### src/prs_pkg.sv
// Shared types, widths and constants for the power rail sequencer.
`default_nettype none

package prs_pkg;

    localparam int MV_W      = 15;
    localparam int LEVEL_W   = 7;
    localparam int UP_W      = LEVEL_W + 1;
    localparam int DELAY_W   = 10;
    localparam int CFG_IDX_W = 3;
    localparam int S_TDATA_W = 40;
    localparam int M_TDATA_W = 24;

    localparam int RAMP_STEPS_DEF        = 64;
    localparam int BOOST_SETTLE_MS_DEF   = 500;
    localparam int CHECK24_SETTLE_MS_DEF = 200;
    localparam int CHECK12_SETTLE_MS_DEF = 50;
    localparam int RAMP_UP_STEP_MS_DEF   = 8;
    localparam int RAMP_DOWN_STEP_MS_DEF = 1;

    localparam logic [MV_W-1:0] RAIL12_MIN_RST = MV_W'(10500);
    localparam logic [MV_W-1:0] RAIL12_MAX_RST = MV_W'(13500);
    localparam logic [MV_W-1:0] RAIL24_MIN_RST = MV_W'(21000);
    localparam logic [MV_W-1:0] RAIL24_MAX_RST = MV_W'(27000);
    localparam logic [MV_W-1:0] PRE12_MIN_RST  = MV_W'(11500);
    localparam logic [MV_W-1:0] PRE12_MAX_RST  = MV_W'(12500);
    localparam logic [MV_W-1:0] PRE24_MIN_RST  = MV_W'(7000);

    typedef enum logic [CFG_IDX_W-1:0] {
        CFG_BOARD_REV  = 3'd0,
        CFG_RAIL12_MIN = 3'd1,
        CFG_RAIL12_MAX = 3'd2,
        CFG_RAIL24_MIN = 3'd3,
        CFG_RAIL24_MAX = 3'd4,
        CFG_PRE12_MIN  = 3'd5,
        CFG_PRE12_MAX  = 3'd6,
        CFG_PRE24_MIN  = 3'd7
    } cfg_idx_t;

    typedef enum logic [2:0] {
        TS_STBY   = 3'd0,
        TS_R0_ON  = 3'd1,
        TS_R0_OFF = 3'd2,
        TS_R1_ON  = 3'd3,
        TS_R1_OFF = 3'd4
    } top_state_t;

    typedef enum logic [1:0] {
        RES_BUSY = 2'd0,
        RES_DONE = 2'd1,
        RES_ERR  = 2'd2
    } seq_res_t;

    // sub-sequence step codes
    localparam logic [2:0] SS_STEP0 = 3'd0;
    localparam logic [2:0] SS_STEP1 = 3'd1;
    localparam logic [2:0] SS_STEP2 = 3'd2;
    localparam logic [2:0] SS_STEP3 = 3'd3;
    localparam logic [2:0] SS_STEP4 = 3'd4;

    typedef struct packed {
        logic            board_rev;
        logic [MV_W-1:0] rail12_min;
        logic [MV_W-1:0] rail12_max;
        logic [MV_W-1:0] rail24_min;
        logic [MV_W-1:0] rail24_max;
        logic [MV_W-1:0] pre12_min;
        logic [MV_W-1:0] pre12_max;
        logic [MV_W-1:0] pre24_min;
    } cfg_t;

    typedef struct packed {
        logic            ms_tick;
        logic [MV_W-1:0] v12_mv;
        logic [MV_W-1:0] v24_mv;
        logic            req_on;
        logic            req_off;
    } in_item_t;

    typedef struct packed {
        logic pg;
        logic up;
        logic poff;
        logic pon;
        logic r24;
        logic r12;
        logic start;
    } status_t;

    typedef struct packed {
        logic               en_24v;
        logic [LEVEL_W-1:0] level_12v;
        logic               level_strobe;
        logic               rail12_on;
        logic               rail24_on;
        logic               powering_on;
        logic               powering_off;
        logic               rails_up;
        logic               power_good;
        logic               starting_up;
        logic               precheck_fail;
        logic               seq_fault;
    } res_t;

endpackage

`default_nettype wire

### src/prs_cfg_regs.sv
// Configuration register bank for the power rail sequencer.
`default_nettype none

module prs_cfg_regs (
    input  wire logic                           aclk,
    input  wire logic                           aresetn,
    input  wire logic                           cfg_wr_en,
    input  wire logic [prs_pkg::CFG_IDX_W-1:0]  cfg_index,
    input  wire logic [prs_pkg::MV_W-1:0]       cfg_wdata,
    output prs_pkg::cfg_t                       cfg
);

    prs_pkg::cfg_t cfg_reg;

    always_ff @(posedge aclk) begin
        if (!aresetn) begin
            cfg_reg.board_rev  <= 1'b0;
            cfg_reg.rail12_min <= prs_pkg::RAIL12_MIN_RST;
            cfg_reg.rail12_max <= prs_pkg::RAIL12_MAX_RST;
            cfg_reg.rail24_min <= prs_pkg::RAIL24_MIN_RST;
            cfg_reg.rail24_max <= prs_pkg::RAIL24_MAX_RST;
            cfg_reg.pre12_min  <= prs_pkg::PRE12_MIN_RST;
            cfg_reg.pre12_max  <= prs_pkg::PRE12_MAX_RST;
            cfg_reg.pre24_min  <= prs_pkg::PRE24_MIN_RST;
        end else if (cfg_wr_en) begin
            unique case (prs_pkg::cfg_idx_t'(cfg_index))
                prs_pkg::CFG_BOARD_REV:  cfg_reg.board_rev  <= cfg_wdata[0];
                prs_pkg::CFG_RAIL12_MIN: cfg_reg.rail12_min <= cfg_wdata;
                prs_pkg::CFG_RAIL12_MAX: cfg_reg.rail12_max <= cfg_wdata;
                prs_pkg::CFG_RAIL24_MIN: cfg_reg.rail24_min <= cfg_wdata;
                prs_pkg::CFG_RAIL24_MAX: cfg_reg.rail24_max <= cfg_wdata;
                prs_pkg::CFG_PRE12_MIN:  cfg_reg.pre12_min  <= cfg_wdata;
                prs_pkg::CFG_PRE12_MAX:  cfg_reg.pre12_max  <= cfg_wdata;
                prs_pkg::CFG_PRE24_MIN:  cfg_reg.pre24_min  <= cfg_wdata;
            endcase
        end
    end

    assign cfg = cfg_reg;

endmodule

`default_nettype wire

### src/prs_seq.sv
// Sequencer state and single-pass step logic for the power rail sequencer.
`default_nettype none

module prs_seq #(
    parameter int RAMP_STEPS        = prs_pkg::RAMP_STEPS_DEF,
    parameter int BOOST_SETTLE_MS   = prs_pkg::BOOST_SETTLE_MS_DEF,
    parameter int CHECK24_SETTLE_MS = prs_pkg::CHECK24_SETTLE_MS_DEF,
    parameter int CHECK12_SETTLE_MS = prs_pkg::CHECK12_SETTLE_MS_DEF,
    parameter int RAMP_UP_STEP_MS   = prs_pkg::RAMP_UP_STEP_MS_DEF,
    parameter int RAMP_DOWN_STEP_MS = prs_pkg::RAMP_DOWN_STEP_MS_DEF
) (
    input  wire logic          aclk,
    input  wire logic          aresetn,
    input  wire logic          advance,
    input  prs_pkg::in_item_t  item,
    input  prs_pkg::cfg_t      cfg,
    output prs_pkg::res_t      res
);

    localparam int LW = prs_pkg::LEVEL_W;
    localparam int UW = prs_pkg::UP_W;
    localparam int DW = prs_pkg::DELAY_W;

    localparam logic [UW-1:0] UP_TOP   = UW'(RAMP_STEPS + 1);
    localparam logic [LW-1:0] DN_TOP   = LW'(RAMP_STEPS + 1);
    localparam logic [DW-1:0] D_BOOST  = DW'(BOOST_SETTLE_MS);
    localparam logic [DW-1:0] D_CHK24  = DW'(CHECK24_SETTLE_MS);
    localparam logic [DW-1:0] D_CHK12  = DW'(CHECK12_SETTLE_MS);
    localparam logic [DW-1:0] D_UPSTEP = DW'(RAMP_UP_STEP_MS);
    localparam logic [DW-1:0] D_DNSTEP = DW'(RAMP_DOWN_STEP_MS);

    prs_pkg::top_state_t top_reg, top_next;
    logic [2:0]          sub_reg, sub_next;
    logic                rw_reg, rw_next;
    logic [UW-1:0]       up_reg, up_next;
    logic [LW-1:0]       dn_reg, dn_next;
    logic [DW-1:0]       dly_reg, dly_next;
    logic                on_p_reg, on_p_next;
    logic                off_p_reg, off_p_next;
    prs_pkg::status_t    fl_reg, fl_next;
    logic [LW-1:0]       lvl_reg, lvl_next;
    logic                en_reg, en_next;

    prs_pkg::seq_res_t   seq_res;
    logic                go_on, go_off;
    logic                strobe, pfail, fault;
    logic                in12, in24, pre_bad;
    logic [DW-1:0]       dly_dec;

    // ramp helpers, evaluated from the state at the start of the pass
    logic                ru_rw, ru_wr, ru_done;
    logic [UW-1:0]       ru_up;
    logic [DW-1:0]       ru_dly;
    logic                rd_rw, rd_wr, rd_done;
    logic [LW-1:0]       rd_dn;
    logic [DW-1:0]       rd_dly;

    assign in12 = (item.v12_mv >= cfg.rail12_min) && (item.v12_mv <= cfg.rail12_max);
    assign in24 = (item.v24_mv >= cfg.rail24_min) && (item.v24_mv <= cfg.rail24_max);
    assign pre_bad = cfg.board_rev
        ? ((item.v24_mv < cfg.pre24_min) || (item.v24_mv > cfg.rail24_max))
        : ((item.v12_mv < cfg.pre12_min) || (item.v12_mv > cfg.pre12_max));
    assign dly_dec = (item.ms_tick && (dly_reg != '0)) ? dly_reg - 1'b1 : dly_reg;

    always_comb begin
        ru_rw = rw_reg; ru_wr = 1'b0; ru_done = 1'b0; ru_up = up_reg; ru_dly = dly_dec;
        if (!rw_reg) begin
            if (up_reg <= UP_TOP) begin
                ru_wr  = 1'b1;
                ru_up  = up_reg + 1'b1;
                ru_dly = D_UPSTEP;
                ru_rw  = 1'b1;
            end else begin
                ru_up = '0;
            end
        end else if (dly_dec == '0) begin
            ru_rw = 1'b0;
            if (up_reg > UP_TOP) begin
                ru_up   = '0;
                ru_done = 1'b1;
            end
        end
    end

    always_comb begin
        rd_rw = rw_reg; rd_wr = 1'b0; rd_done = 1'b0; rd_dn = dn_reg; rd_dly = dly_dec;
        if (!rw_reg) begin
            if ((dn_reg != '0) && (dn_reg <= DN_TOP)) begin
                rd_wr  = 1'b1;
                rd_dn  = dn_reg - 1'b1;
                rd_dly = D_DNSTEP;
                rd_rw  = 1'b1;
            end else begin
                rd_dn = DN_TOP;
            end
        end else if (dly_dec == '0) begin
            rd_rw = 1'b0;
            if (dn_reg == '0) begin
                rd_dn   = DN_TOP;
                rd_done = 1'b1;
            end
        end
    end

    // datapath side of one pass
    always_comb begin
        sub_next   = sub_reg;
        rw_next    = rw_reg;
        up_next    = up_reg;
        dn_next    = dn_reg;
        dly_next   = dly_dec;
        on_p_next  = on_p_reg | item.req_on;
        off_p_next = off_p_reg | item.req_off;
        fl_next    = fl_reg;
        lvl_next   = lvl_reg;
        en_next    = en_reg;
        seq_res    = prs_pkg::RES_BUSY;
        go_on      = 1'b0;
        go_off     = 1'b0;
        strobe     = 1'b0;
        pfail      = 1'b0;
        fault      = 1'b0;

        if (!fl_reg.start) begin
            fl_next.pg = fl_reg.r12 && in12 && fl_reg.r24 && in24;
        end

        unique case (top_reg)
            prs_pkg::TS_STBY: begin
                if (on_p_next) begin
                    if (pre_bad) begin
                        on_p_next     = 1'b0;
                        fl_next.start = 1'b0;
                        pfail         = 1'b1;
                    end else begin
                        fl_next.pon  = 1'b1;
                        fl_next.poff = 1'b0;
                        go_on        = 1'b1;
                    end
                end else if (off_p_next) begin
                    fl_next.pon  = 1'b0;
                    fl_next.poff = 1'b1;
                    go_off       = 1'b1;
                end
            end
            prs_pkg::TS_R0_ON: begin
                fl_next.pon  = 1'b1;
                fl_next.poff = 1'b0;
                unique case (sub_reg)
                    prs_pkg::SS_STEP0: begin
                        rw_next  = ru_rw;
                        up_next  = ru_up;
                        dly_next = ru_dly;
                        if (ru_wr) begin
                            lvl_next = up_reg[LW-1:0];
                            strobe   = 1'b1;
                        end
                        if (ru_done) begin
                            fl_next.r12 = 1'b1;
                            dly_next    = D_BOOST;
                            sub_next    = prs_pkg::SS_STEP1;
                        end
                    end
                    prs_pkg::SS_STEP1: begin
                        if (dly_dec == '0) begin
                            en_next     = 1'b1;
                            fl_next.r24 = 1'b1;
                            dly_next    = D_BOOST;
                            sub_next    = prs_pkg::SS_STEP2;
                        end
                    end
                    prs_pkg::SS_STEP2: begin
                        if (dly_dec == '0) begin
                            sub_next = prs_pkg::SS_STEP0;
                            seq_res  = prs_pkg::RES_DONE;
                        end
                    end
                    default: begin
                        sub_next = prs_pkg::SS_STEP0;
                        fault    = 1'b1;
                        seq_res  = prs_pkg::RES_ERR;
                    end
                endcase
            end
            prs_pkg::TS_R1_ON: begin
                fl_next.pon  = 1'b1;
                fl_next.poff = 1'b0;
                unique case (sub_reg)
                    prs_pkg::SS_STEP0: begin
                        en_next  = 1'b1;
                        dly_next = D_CHK24;
                        sub_next = prs_pkg::SS_STEP1;
                    end
                    prs_pkg::SS_STEP1: begin
                        if (dly_dec == '0) begin
                            if (in24) begin
                                fl_next.r24 = 1'b1;
                                sub_next    = prs_pkg::SS_STEP2;
                            end else begin
                                en_next     = 1'b0;
                                fl_next.r24 = 1'b0;
                                sub_next    = prs_pkg::SS_STEP0;
                                fault       = 1'b1;
                                seq_res     = prs_pkg::RES_ERR;
                            end
                        end
                    end
                    prs_pkg::SS_STEP2: begin
                        rw_next  = ru_rw;
                        up_next  = ru_up;
                        dly_next = ru_dly;
                        if (ru_wr) begin
                            lvl_next = up_reg[LW-1:0];
                            strobe   = 1'b1;
                        end
                        if (ru_done) begin
                            dly_next = D_CHK12;
                            sub_next = prs_pkg::SS_STEP3;
                        end
                    end
                    prs_pkg::SS_STEP3: begin
                        if (dly_dec == '0) begin
                            if (in12) begin
                                fl_next.r12 = 1'b1;
                                sub_next    = prs_pkg::SS_STEP0;
                                seq_res     = prs_pkg::RES_DONE;
                            end else begin
                                fl_next.r12 = 1'b0;
                                fault       = 1'b1;
                                sub_next    = prs_pkg::SS_STEP4;
                            end
                        end
                    end
                    prs_pkg::SS_STEP4: begin
                        rw_next  = rd_rw;
                        dn_next  = rd_dn;
                        dly_next = rd_dly;
                        if (rd_wr) begin
                            lvl_next = dn_reg;
                            strobe   = 1'b1;
                        end
                        if (rd_done) begin
                            fl_next.r12 = 1'b0;
                            en_next     = 1'b0;
                            fl_next.r24 = 1'b0;
                            sub_next    = prs_pkg::SS_STEP0;
                            seq_res     = prs_pkg::RES_ERR;
                        end
                    end
                    default: begin
                        sub_next = prs_pkg::SS_STEP0;
                        fault    = 1'b1;
                        seq_res  = prs_pkg::RES_ERR;
                    end
                endcase
            end
            prs_pkg::TS_R0_OFF: begin
                fl_next.pon  = 1'b0;
                fl_next.poff = 1'b1;
                unique case (sub_reg)
                    prs_pkg::SS_STEP0: begin
                        en_next     = 1'b0;
                        fl_next.r24 = 1'b0;
                        sub_next    = prs_pkg::SS_STEP1;
                    end
                    prs_pkg::SS_STEP1: begin
                        rw_next  = rd_rw;
                        dn_next  = rd_dn;
                        dly_next = rd_dly;
                        if (rd_wr) begin
                            lvl_next = dn_reg;
                            strobe   = 1'b1;
                        end
                        if (rd_done) begin
                            fl_next.r12 = 1'b0;
                            sub_next    = prs_pkg::SS_STEP0;
                            seq_res     = prs_pkg::RES_DONE;
                        end
                    end
                    default: begin
                        sub_next = prs_pkg::SS_STEP0;
                        seq_res  = prs_pkg::RES_DONE;
                    end
                endcase
                if (seq_res == prs_pkg::RES_DONE) begin
                    fl_next.up = 1'b0;
                    off_p_next = 1'b0;
                end
            end
            prs_pkg::TS_R1_OFF: begin
                fl_next.pon  = 1'b0;
                fl_next.poff = 1'b1;
                rw_next  = rd_rw;
                dn_next  = rd_dn;
                dly_next = rd_dly;
                if (rd_wr) begin
                    lvl_next = dn_reg;
                    strobe   = 1'b1;
                end
                if (rd_done) begin
                    fl_next.r12  = 1'b0;
                    en_next      = 1'b0;
                    fl_next.r24  = 1'b0;
                    fl_next.up   = 1'b0;
                    off_p_next   = 1'b0;
                    fl_next.pon  = 1'b0;
                    fl_next.poff = 1'b0;
                    seq_res      = prs_pkg::RES_DONE;
                end
            end
            default: begin
            end
        endcase

        // outcome of a power-up sequence
        if ((top_reg == prs_pkg::TS_R0_ON) || (top_reg == prs_pkg::TS_R1_ON)) begin
            if (seq_res == prs_pkg::RES_ERR) begin
                fl_next.up    = 1'b0;
                on_p_next     = 1'b0;
                fl_next.pon   = 1'b0;
                fl_next.poff  = 1'b1;
                fl_next.start = 1'b0;
            end else if (seq_res == prs_pkg::RES_DONE) begin
                fl_next.up    = 1'b1;
                on_p_next     = 1'b0;
                fl_next.pon   = 1'b0;
                fl_next.poff  = 1'b0;
                fl_next.start = 1'b0;
            end
        end
    end

    // top-level state transitions
    always_comb begin
        top_next = top_reg;
        unique case (top_reg)
            prs_pkg::TS_STBY: begin
                if (go_on) begin
                    top_next = cfg.board_rev ? prs_pkg::TS_R1_ON : prs_pkg::TS_R0_ON;
                end else if (go_off) begin
                    top_next = cfg.board_rev ? prs_pkg::TS_R1_OFF : prs_pkg::TS_R0_OFF;
                end
            end
            prs_pkg::TS_R0_ON: begin
                if (seq_res == prs_pkg::RES_ERR) begin
                    top_next = prs_pkg::TS_R0_OFF;
                end else if (seq_res == prs_pkg::RES_DONE) begin
                    top_next = prs_pkg::TS_STBY;
                end
            end
            prs_pkg::TS_R1_ON: begin
                if (seq_res == prs_pkg::RES_ERR) begin
                    top_next = prs_pkg::TS_R1_OFF;
                end else if (seq_res == prs_pkg::RES_DONE) begin
                    top_next = prs_pkg::TS_STBY;
                end
            end
            prs_pkg::TS_R0_OFF, prs_pkg::TS_R1_OFF: begin
                if (seq_res == prs_pkg::RES_DONE) begin
                    top_next = prs_pkg::TS_STBY;
                end
            end
            default: top_next = prs_pkg::TS_STBY;
        endcase
    end

    always_ff @(posedge aclk) begin
        if (!aresetn) begin
            top_reg   <= prs_pkg::TS_STBY;
            sub_reg   <= prs_pkg::SS_STEP0;
            rw_reg    <= 1'b0;
            up_reg    <= '0;
            dn_reg    <= DN_TOP;
            dly_reg   <= '0;
            on_p_reg  <= 1'b1;
            off_p_reg <= 1'b0;
            fl_reg    <= '{start: 1'b1, default: 1'b0};
            lvl_reg   <= '0;
            en_reg    <= 1'b0;
        end else if (advance) begin
            top_reg   <= top_next;
            sub_reg   <= sub_next;
            rw_reg    <= rw_next;
            up_reg    <= up_next;
            dn_reg    <= dn_next;
            dly_reg   <= dly_next;
            on_p_reg  <= on_p_next;
            off_p_reg <= off_p_next;
            fl_reg    <= fl_next;
            lvl_reg   <= lvl_next;
            en_reg    <= en_next;
        end
    end

    always_comb begin
        res.en_24v        = en_next;
        res.level_12v     = lvl_next;
        res.level_strobe  = strobe;
        res.rail12_on     = fl_next.r12;
        res.rail24_on     = fl_next.r24;
        res.powering_on   = fl_next.pon;
        res.powering_off  = fl_next.poff;
        res.rails_up      = fl_next.up;
        res.power_good    = fl_next.pg;
        res.starting_up   = fl_next.start;
        res.precheck_fail = pfail;
        res.seq_fault     = fault;
    end

endmodule

`default_nettype wire

### src/power_rail_sequencer.sv
// Top level of the power rail sequencer: input register, step logic, result register.
//
// Each slave-side transaction is one pass of the rail control loop: a millisecond
// tick, the 12 V and 24 V samples in mV and on/off request pulses. Every accepted
// transaction yields exactly one master-side transaction with the enable drive,
// the 12 V soft-start level and strobe, and the rail and power-good status.
// Configuration (board revision and voltage windows) is written through the
// cfg_* port, one register per cycle in which cfg_wr_en is high; the user must
// write it only while idle, as the block itself does not enforce this. An accepted
// transaction is registered in the input stage, then stepped through the sequencer
// into the result register once that is free or taken, and held on the master side.
// Throughput: one transaction per cycle while results are taken; the sequencer state
// feeds back through one pass of compare-and-select logic, which sets this figure.
// Reset (aresetn low, synchronous) clears both stages, loads the default
// configuration and arms a pending power-up request.
// When the master side stalls, the result holds and the input stage fills; the
// slave side then deasserts s_tready until the result is taken.
`default_nettype none

module power_rail_sequencer #(
    parameter int RAMP_STEPS        = prs_pkg::RAMP_STEPS_DEF,
    parameter int BOOST_SETTLE_MS   = prs_pkg::BOOST_SETTLE_MS_DEF,
    parameter int CHECK24_SETTLE_MS = prs_pkg::CHECK24_SETTLE_MS_DEF,
    parameter int CHECK12_SETTLE_MS = prs_pkg::CHECK12_SETTLE_MS_DEF,
    parameter int RAMP_UP_STEP_MS   = prs_pkg::RAMP_UP_STEP_MS_DEF,
    parameter int RAMP_DOWN_STEP_MS = prs_pkg::RAMP_DOWN_STEP_MS_DEF
) (
    input  wire logic                          aclk,
    input  wire logic                          aresetn,
    input  wire logic                          cfg_wr_en,
    input  wire logic [prs_pkg::CFG_IDX_W-1:0] cfg_index,
    input  wire logic [prs_pkg::MV_W-1:0]      cfg_wdata,
    input  wire logic                          s_tvalid,
    output      logic                          s_tready,
    // ms_tick[0], v12_mv[15:1], v24_mv[30:16], req_on[31], req_off[32], zero fill
    input  wire logic [prs_pkg::S_TDATA_W-1:0] s_tdata,
    output      logic                          m_tvalid,
    input  wire logic                          m_tready,
    // en_24v[0], level_12v[7:1], level_strobe[8], rail12_on[9], rail24_on[10],
    // powering_on[11], powering_off[12], rails_up[13], power_good[14],
    // starting_up[15], precheck_fail[16], seq_fault[17], zero fill
    output      logic [prs_pkg::M_TDATA_W-1:0] m_tdata
);

    prs_pkg::cfg_t     cfg;
    prs_pkg::in_item_t in_reg;
    prs_pkg::res_t     res;
    prs_pkg::res_t     out_reg;
    logic              in_valid_reg;
    logic              out_valid_reg;
    logic              advance;

    assign advance  = in_valid_reg && (!out_valid_reg || m_tready);
    assign s_tready = !in_valid_reg || advance;

    always_ff @(posedge aclk) begin
        if (!aresetn) begin
            in_valid_reg <= 1'b0;
        end else if (s_tready) begin
            in_valid_reg <= s_tvalid;
        end
    end

    always_ff @(posedge aclk) begin
        if (s_tvalid && s_tready) begin
            in_reg.ms_tick <= s_tdata[0];
            in_reg.v12_mv  <= s_tdata[15:1];
            in_reg.v24_mv  <= s_tdata[30:16];
            in_reg.req_on  <= s_tdata[31];
            in_reg.req_off <= s_tdata[32];
        end
    end

    always_ff @(posedge aclk) begin
        if (!aresetn) begin
            out_valid_reg <= 1'b0;
        end else if (advance) begin
            out_valid_reg <= 1'b1;
        end else if (m_tready) begin
            out_valid_reg <= 1'b0;
        end
    end

    always_ff @(posedge aclk) begin
        if (advance) begin
            out_reg <= res;
        end
    end

    prs_cfg_regs u_cfg (
        .aclk      (aclk),
        .aresetn   (aresetn),
        .cfg_wr_en (cfg_wr_en),
        .cfg_index (cfg_index),
        .cfg_wdata (cfg_wdata),
        .cfg       (cfg)
    );

    prs_seq #(
        .RAMP_STEPS        (RAMP_STEPS),
        .BOOST_SETTLE_MS   (BOOST_SETTLE_MS),
        .CHECK24_SETTLE_MS (CHECK24_SETTLE_MS),
        .CHECK12_SETTLE_MS (CHECK12_SETTLE_MS),
        .RAMP_UP_STEP_MS   (RAMP_UP_STEP_MS),
        .RAMP_DOWN_STEP_MS (RAMP_DOWN_STEP_MS)
    ) u_seq (
        .aclk    (aclk),
        .aresetn (aresetn),
        .advance (advance),
        .item    (in_reg),
        .cfg     (cfg),
        .res     (res)
    );

    assign m_tvalid = out_valid_reg;
    assign m_tdata  = {6'b0,
                       out_reg.seq_fault,
                       out_reg.precheck_fail,
                       out_reg.starting_up,
                       out_reg.power_good,
                       out_reg.rails_up,
                       out_reg.powering_off,
                       out_reg.powering_on,
                       out_reg.rail24_on,
                       out_reg.rail12_on,
                       out_reg.level_strobe,
                       out_reg.level_12v,
                       out_reg.en_24v};

endmodule

`default_nettype wire

### config.mk
export PLATFORM = sky130hd
export DESIGN_NAME = power_rail_sequencer
export DESIGN_NICKNAME = d
export VERILOG_FILES = /design/src/prs_pkg.sv /design/src/prs_cfg_regs.sv /design/src/prs_seq.sv /design/src/power_rail_sequencer.sv
export SDC_FILE = /design/constraint.sdc
export NUM_CORES = 1
export LEC_CHECK = 0
export BUFFER_PORTS_ARGS = -buffer_cell sky130_fd_sc_hd__buf_2
export CAP_MARGIN = 20
export CORE_UTILIZATION = 60
export CTS_CLUSTER_SIZE = 30
export DETAILED_ROUTE_END_ITERATION = 7
export PLACE_DENSITY_LB_ADDON = 0.12
export SKIP_CTS_REPAIR_TIMING = 1
export SYNTH_ARGS = -nofsm -noshare
export SYNTH_HDL_FRONTEND = slang
export SYNTH_SLANG_ARGS = --single-unit
### constraint.sdc
create_clock -name aclk -period 3.9 [get_ports aclk]
set_input_delay 0.195 -clock aclk [delete_from_list [all_inputs] [get_ports aclk]]
set_output_delay 0.195 -clock aclk [all_outputs]
set_load 0.005 [all_outputs]
==> impl_metrics.csv, run 1 <==
group,metric,value,unit
run_status,status,"finished, violations left",
run_status,violations,"negative hold slack",
place,hpwl,22000,um
synth,yosys.area_share.simple,19.00,%
timing,tightest_slew,1.085,ns
floorplanning,die-area,0.02047,mm2
finish,final_nets,1716,
power,power-per-cell-area,388.4,mW/mm2
timing,worst_clock_skew,0.01178,ns
synth,synth_cells,1440,
global_route,grt_max_degree,67,
floorplanning,io_pins,89,
synth,synth.cell_area,0.01194,mm2
timing,slew_viol_final,0,
timing,tns,0,ns
finish,largest_reg_flops,106,
timing,max-slew-margin-rel,27.65,%
floorplanning,core,0.01946,mm2
timing,rsz0062_at_grt,"false",
synth,synth_top_family_by_area,"compound AO/OA/AOI/OAI gates",
synth,ys_types,85,
global_route,gr-total-overflow,0,
cts,root_buffer,"clkbuf_16",
timing,hold_slack,-0.001783,ns
cts,insertion_delay,0.53,ns
cts,clk_path_buf_depth,3,
drt,wl_per_cell,17.45,um
place,portBuffers,75,
drt,ant_nets,0,
timing,report.final.hold_viol_count,2,
drt,vias,10793,
drt,post_drt_via_cell_ratio,5.914,
critical_path,critPathCaptureType,"register",
cts,tritoncts,"done",
cts,cts_buffers,23,
finish,area_growth,15.01,%
global_route,grt_pass1_vias,10129,
timing,fmax,273.5,MHz
critical_path,critPathKind,"reg -> reg",
drt,dr.pass1.iters,7,
synth,ys_async_sr_fraction,0,%
synth,ys_seq_area_share,39.14,%
finish,num_antenna_cells,0,
floorplanning,die_y,143.1,um
synth,synth_mux_area_share,1.393,%
timing,fin_crit_sh,93.76,%
synth,synth-xor-area-share,0.8799,%
global_route,grt_util_all_layers,31.34,%
drt,first_iter_violations,795,
global_route,grt_pass1_wl,50940,um
power,vdd_drop_max,0.0003963,V
floorplanning,rows,51,
critical_path,critPathLaunchType,"register",
critical_path,arrival,4.05,ns
drt,drt-total-wl,31850,um
power,power.leakage,5.558,nW
finish,fin_cells,1825,
synth,ys_warn_count,0,
synth,synth_compound_area_share,21.29,%
synth,ys.flop_type,"dfxtp_1",
finish,drive_above_1_share,11.03,%
flow_run,drv_cap,0,
hold_path,timing.hold.worst.class,"in -> reg",
place,dp.cells,1745,
finish,fillCellCount,1554,
synth,synth-seq-cells,208,
drt,drc,0,
timing,setup_violations,0,
critical_path,cp_data_required_time,4.30,ns
synth,synth_adder_area_share,11.52,%
global_route,grt_antenna_before_repair,0,
cts,cts.htree.levels,1,
floorplanning,die_w,143.1,um
synth,syn_area_per_cell,8.294,um2
critical_path,worstPathMaxFanout,9,
synth,synth_edf_count,51,
floorplanning,start_util,61.37,%
timing,min_period,3.656,ns
place,globalplace.congestion,0.9585,
cts,cts.sinks,208,
cts,cts.clk_slew.worst_paths,0.06,ns
## critical path, stage by stage, from the launching register on
cell and delay, ns:
dfxtp_1 0.37, inv_1 0.08, ha_1 0.21, or3b_1 0.45, o41ai_4 0.51, mux2_4 0.36
nor4_4 0.33, buf_4 0.24, o211ai_1 0.11, a21o_1 0.21, nor4b_2 0.16, a2111oi_0 0.41
nor3_1 0.09
## placed cells by master, fill, tap and decap left out, drive strengths merged, types with 6 or more instances in the layout
cell type,instances
nand3,38
ha,110
and3,6
or4,6
buf,109
conb,6
nor3,34
mux2i,14
dfxtp,157
a31oi,19
o22ai,8
o21ai,64
edfxtp,51
nand4,19
a211oi,10
nand2,230
nand2b,10
xor2,7
clkbuf,31
nor4,11
o211ai,58
nor2b,11
inv,128
clkinv,9
a21oi,147
or3,10
a21o,19
dlygate4sd3,38
a211o,9
o22a,7
nor2,108
## cell usage after synthesis, drive strengths merged (14+ instances only)
| cell type | number | share of area, % |
|---|---|---|
| dfxtp | 157 | 26 |
| ha | 110 | 12 |
| nand3 | 38 | 1.6 |
| a31oi | 19 | 1.0 |
| edfxtp | 51 | 13 |
| clkbuf | 56 | 1.8 |
| nand2 | 230 | 7.2 |
| nand4 | 19 | 1.0 |
| inv | 126 | 4.0 |
| a21oi | 147 | 6.2 |
| buf | 18 | 0.96 |
| o21ai | 64 | 2.7 |
| o211ai | 58 | 3.6 |
| nor3 | 34 | 1.6 |
| mux2i | 14 | 1.2 |
| nor2 | 108 | 3.5 |
| a21o | 19 | 1.2 |
## through the flow
step           setup slack (ns)  hold WS (ns)  utilization (%)  total power [mW]  area [um2]
6_report                 0.2435     -0.001783            70.58             5.336       13740
5_1_grt                 0.02916      0.001619            70.58             5.555       13740
4_1_cts                  0.2713       -0.1881            68.63             5.338       13360
3_5_place_dp             0.2928        0.3734            64.86             3.216       12620
3_3_place_gp             0.3993        0.3709            64.86             3.198       12620
2_1_floorplan            0.6580        0.2939                -             2.956       11960
## cell families after synthesis
group,after synthesis
and+or+nand+nor,497
buffers and inverters,202
AOI/OAI and AO/OA,394
muxes,16
xor gates and xnor gates,12
other,1
DFF,208
adders and majority gates,110
## final timing paths
kind                                  startpoint                to  slack [ns]  cells after the start
worst min register to register     u_cfg.cfg[30]     u_cfg.cfg[30]        0.45                      2
worst min-delay path               cfg_wdata[13]     u_cfg.cfg[13]      -0.002                      3
worst max register to register  u_seq.dly_reg[0]  u_seq.top_reg[1]        0.24                     12
worst max-delay path            u_seq.dly_reg[0]  u_seq.top_reg[1]        0.24                     12
## layout make-up
type | count | area, um2 | area share (%)
clock buffers | 31 | 635.6 | 4.627
clock inverters | 11 | 97.59 | 0.7104
inverters | 128 | 480.5 | 3.498
multi-input cells | 1035 | 6494 | 47.27
flip-flops and latches | 208 | 4674 | 34.03
well taps | 265 | 331.6 | 2.414
repair buffers | 147 | 1023 | 7.451
## per-layer routing
layer / vias to the layer above / share of wire, % / GRT usage, %
li1: 5335 / - / -
met5: - / 0 / 0
met3: 71 / 5.1 / 3.286
met1: 5008 / 43 / 40.44
met2: 379 / 48 / 53.30
met4: 0 / 3.9 / 12.96
## report_power, final
group	switching [mW]	total [mW]	internal [mW]
Combinational	0.520	0.850	0.330
Clock	0.898	2.12	1.22
Sequential	0.0731	2.37	2.30
Total	1.49	5.34	3.85
No activity file was read; power rests on OpenSTA's default activity.
==> run 2, diff against run 1 <==
--- a/config.mk
+++ b/config.mk
@@ -7,7 +7,9 @@
 export LEC_CHECK = 0
 export BUFFER_PORTS_ARGS = -buffer_cell sky130_fd_sc_hd__buf_2
 export CAP_MARGIN = 20
-export CORE_UTILIZATION = 60
+export CELL_PAD_IN_SITES_DETAIL_PLACEMENT = 0
+export CELL_PAD_IN_SITES_GLOBAL_PLACEMENT = 1
+export CORE_UTILIZATION = 46
 export CTS_CLUSTER_SIZE = 30
 export DETAILED_ROUTE_END_ITERATION = 7
 export PLACE_DENSITY_LB_ADDON = 0.12
==> impl_metrics.csv, run 2 (synthesized netlist as in run 1, its figures left out) <==
group,metric,value,unit
timing,tns,0,ns
finish,final_common_cell,"nand2_1",
global_route,grt_max_degree,67,
run_status,violations,"negative hold slack",
timing,hold_slack,-0.02440,ns
critical_path,critPathKind,"reg -> reg",
finish,drive_above_1_share,11.23,%
critical_path,arrival,4.12,ns
run_status,status,"finished, violations left",
drt,first_iter_violations,727,
critical_path,critPathCaptureType,"register",
finish,final_nets,1712,
drt,drt-total-wl,33150,um
drt,dr.pass1.iters,5,
drt,dr_wl_met3,1784,um
finish,final_cell_mix,"229 x nand2_1, 157 x dfxtp_1, 146 x a21oi_1",
global_route,grt_util_all_layers,25.02,%
global_route,grt_pass1_wl,52730,um
cts,clk_path_buf_depth,3,
place,hpwl,23070,um
floorplanning,die-area,0.02661,mm2
timing,fmax,269.8,MHz
timing,tightest_slew,1.003,ns
cts,cts.clk_slew.worst_paths,0.07,ns
power,vdd_drop_max,0.0004407,V
cts,root_buffer,"clkbuf_16",
drt,post_drt_via_cell_ratio,5.618,
drt,ant_nets,0,
timing,min_period,3.707,ns
power,power-per-cell-area,415.4,mW/mm2
cts,cts_buffers,26,
global_route,grt_pass1_vias,9833,
timing,report.final.hold_viol_count,4,
floorplanning,die_y,163.1,um
drt,drc,0,
timing,slew_viol_final,0,
cts,insertion_delay,0.54,ns
timing,setup_violations,0,
flow_run,drv_cap,0,
cts,cts.htree.levels,1,
critical_path,critPathLaunchType,"register",
floorplanning,die_w,163.1,um
finish,area_growth,16.75,%
drt,vias,10613,
drt,top_layer_used,"met4",
cts,cts.sinks,208,
timing,worst_clock_skew,0.01433,ns
critical_path,cp_data_required_time,4.31,ns
place,portBuffers,75,
hold_path,timing.hold.worst.class,"in -> reg",
floorplanning,core,0.02533,mm2
global_route,grt_antenna_before_repair,0,
power,power.leakage,5.615,nW
finish,largest_reg_flops,106,
place,globalplace.congestion,0.8943,
drt,wl_per_cell,17.55,um
timing,max-slew-margin-rel,33.14,%
cts,tritoncts,"done",
global_route,gr-total-overflow,0,
critical_path,worstPathMaxFanout,9,
finish,num_antenna_cells,0,
floorplanning,start_util,47.16,%
drt,wl_met2,14250,um
timing,fin_crit_sh,95.05,%
floorplanning,rows,58,
drt,met1_length,16360,um
floorplanning,io_pins,89,
finish,fillCellCount,2390,
timing,rsz0062_at_grt,"false",
==> run 2: final timing paths <==
kind	slack (ns)	end	startpoint	depth (start not counted)
max	0.19	u_seq.fl_reg[0]	u_seq.dly_reg[0]	12
min	-0.02	m_tvalid	m_tready	4
max reg2reg	0.19	u_seq.fl_reg[0]	u_seq.dly_reg[0]	12
min reg2reg	0.45	u_cfg.cfg[30]	u_cfg.cfg[30]	2
==> run 2: final cells by class <==
| type | count | area [um2] | area share, % |
|---|---|---|---|
| Multi-Input combinational cell | 1035 | 6494 | 46.57 |
| Timing Repair Buffer | 140 | 950.9 | 6.819 |
| Clock buffer | 37 | 774.5 | 5.554 |
| Tap cell | 330 | 412.9 | 2.961 |
| Inverter | 128 | 480.5 | 3.445 |
| Sequential cell | 208 | 4674 | 33.52 |
| Clock inverter | 11 | 157.7 | 1.131 |
==> run 2: power breakdown <==
group,total [mW],internal [mW],switching (mW),leakage (nW)
clock,2.58,1.64,0.941,0.451
combinational,0.846,0.320,0.527,3.39
sequential,2.37,2.30,0.0695,1.77
==> run 2: worst max-delay path, cell delays in order (launching register included) <==
cell	delay (ns)
dfxtp_1	0.37
inv_1	0.08
ha_1	0.22
or3b_1	0.45
o41ai_4	0.39
mux2_4	0.35
nor4_4	0.43
buf_4	0.26
a31oi_2	0.10
o21bai_1	0.37
nor2b_4	0.09
and3b_1	0.19
a211o_1	0.27
==> run 2: per-layer routing <==
layer | up-vias | global-route usage [%]
met5 | - | 0
met4 | 0 | 6.160
met3 | 56 | 3.123
met2 | 302 | 39.34
met1 | 4931 | 36.12
li1 | 5324 | -
==> run 2: through the flow <==
step / power, mW / cells / util [%] / area (um2) / setup WS [ns]
after floorplan: 2.956 / 1445 / - / 11960 / 0.6580
after global placement: 3.209 / 1806 / 50.00 / 12660 / 0.3738
after detailed placement: 3.217 / 1806 / 50.00 / 12660 / 0.2777
after CTS: 5.814 / 1854 / 53.68 / 13590 / 0.2482
after global routing: 6.032 / 1889 / 55.06 / 13940 / 0.02426
final: 5.793 / 1889 / 55.06 / 13940 / 0.1930
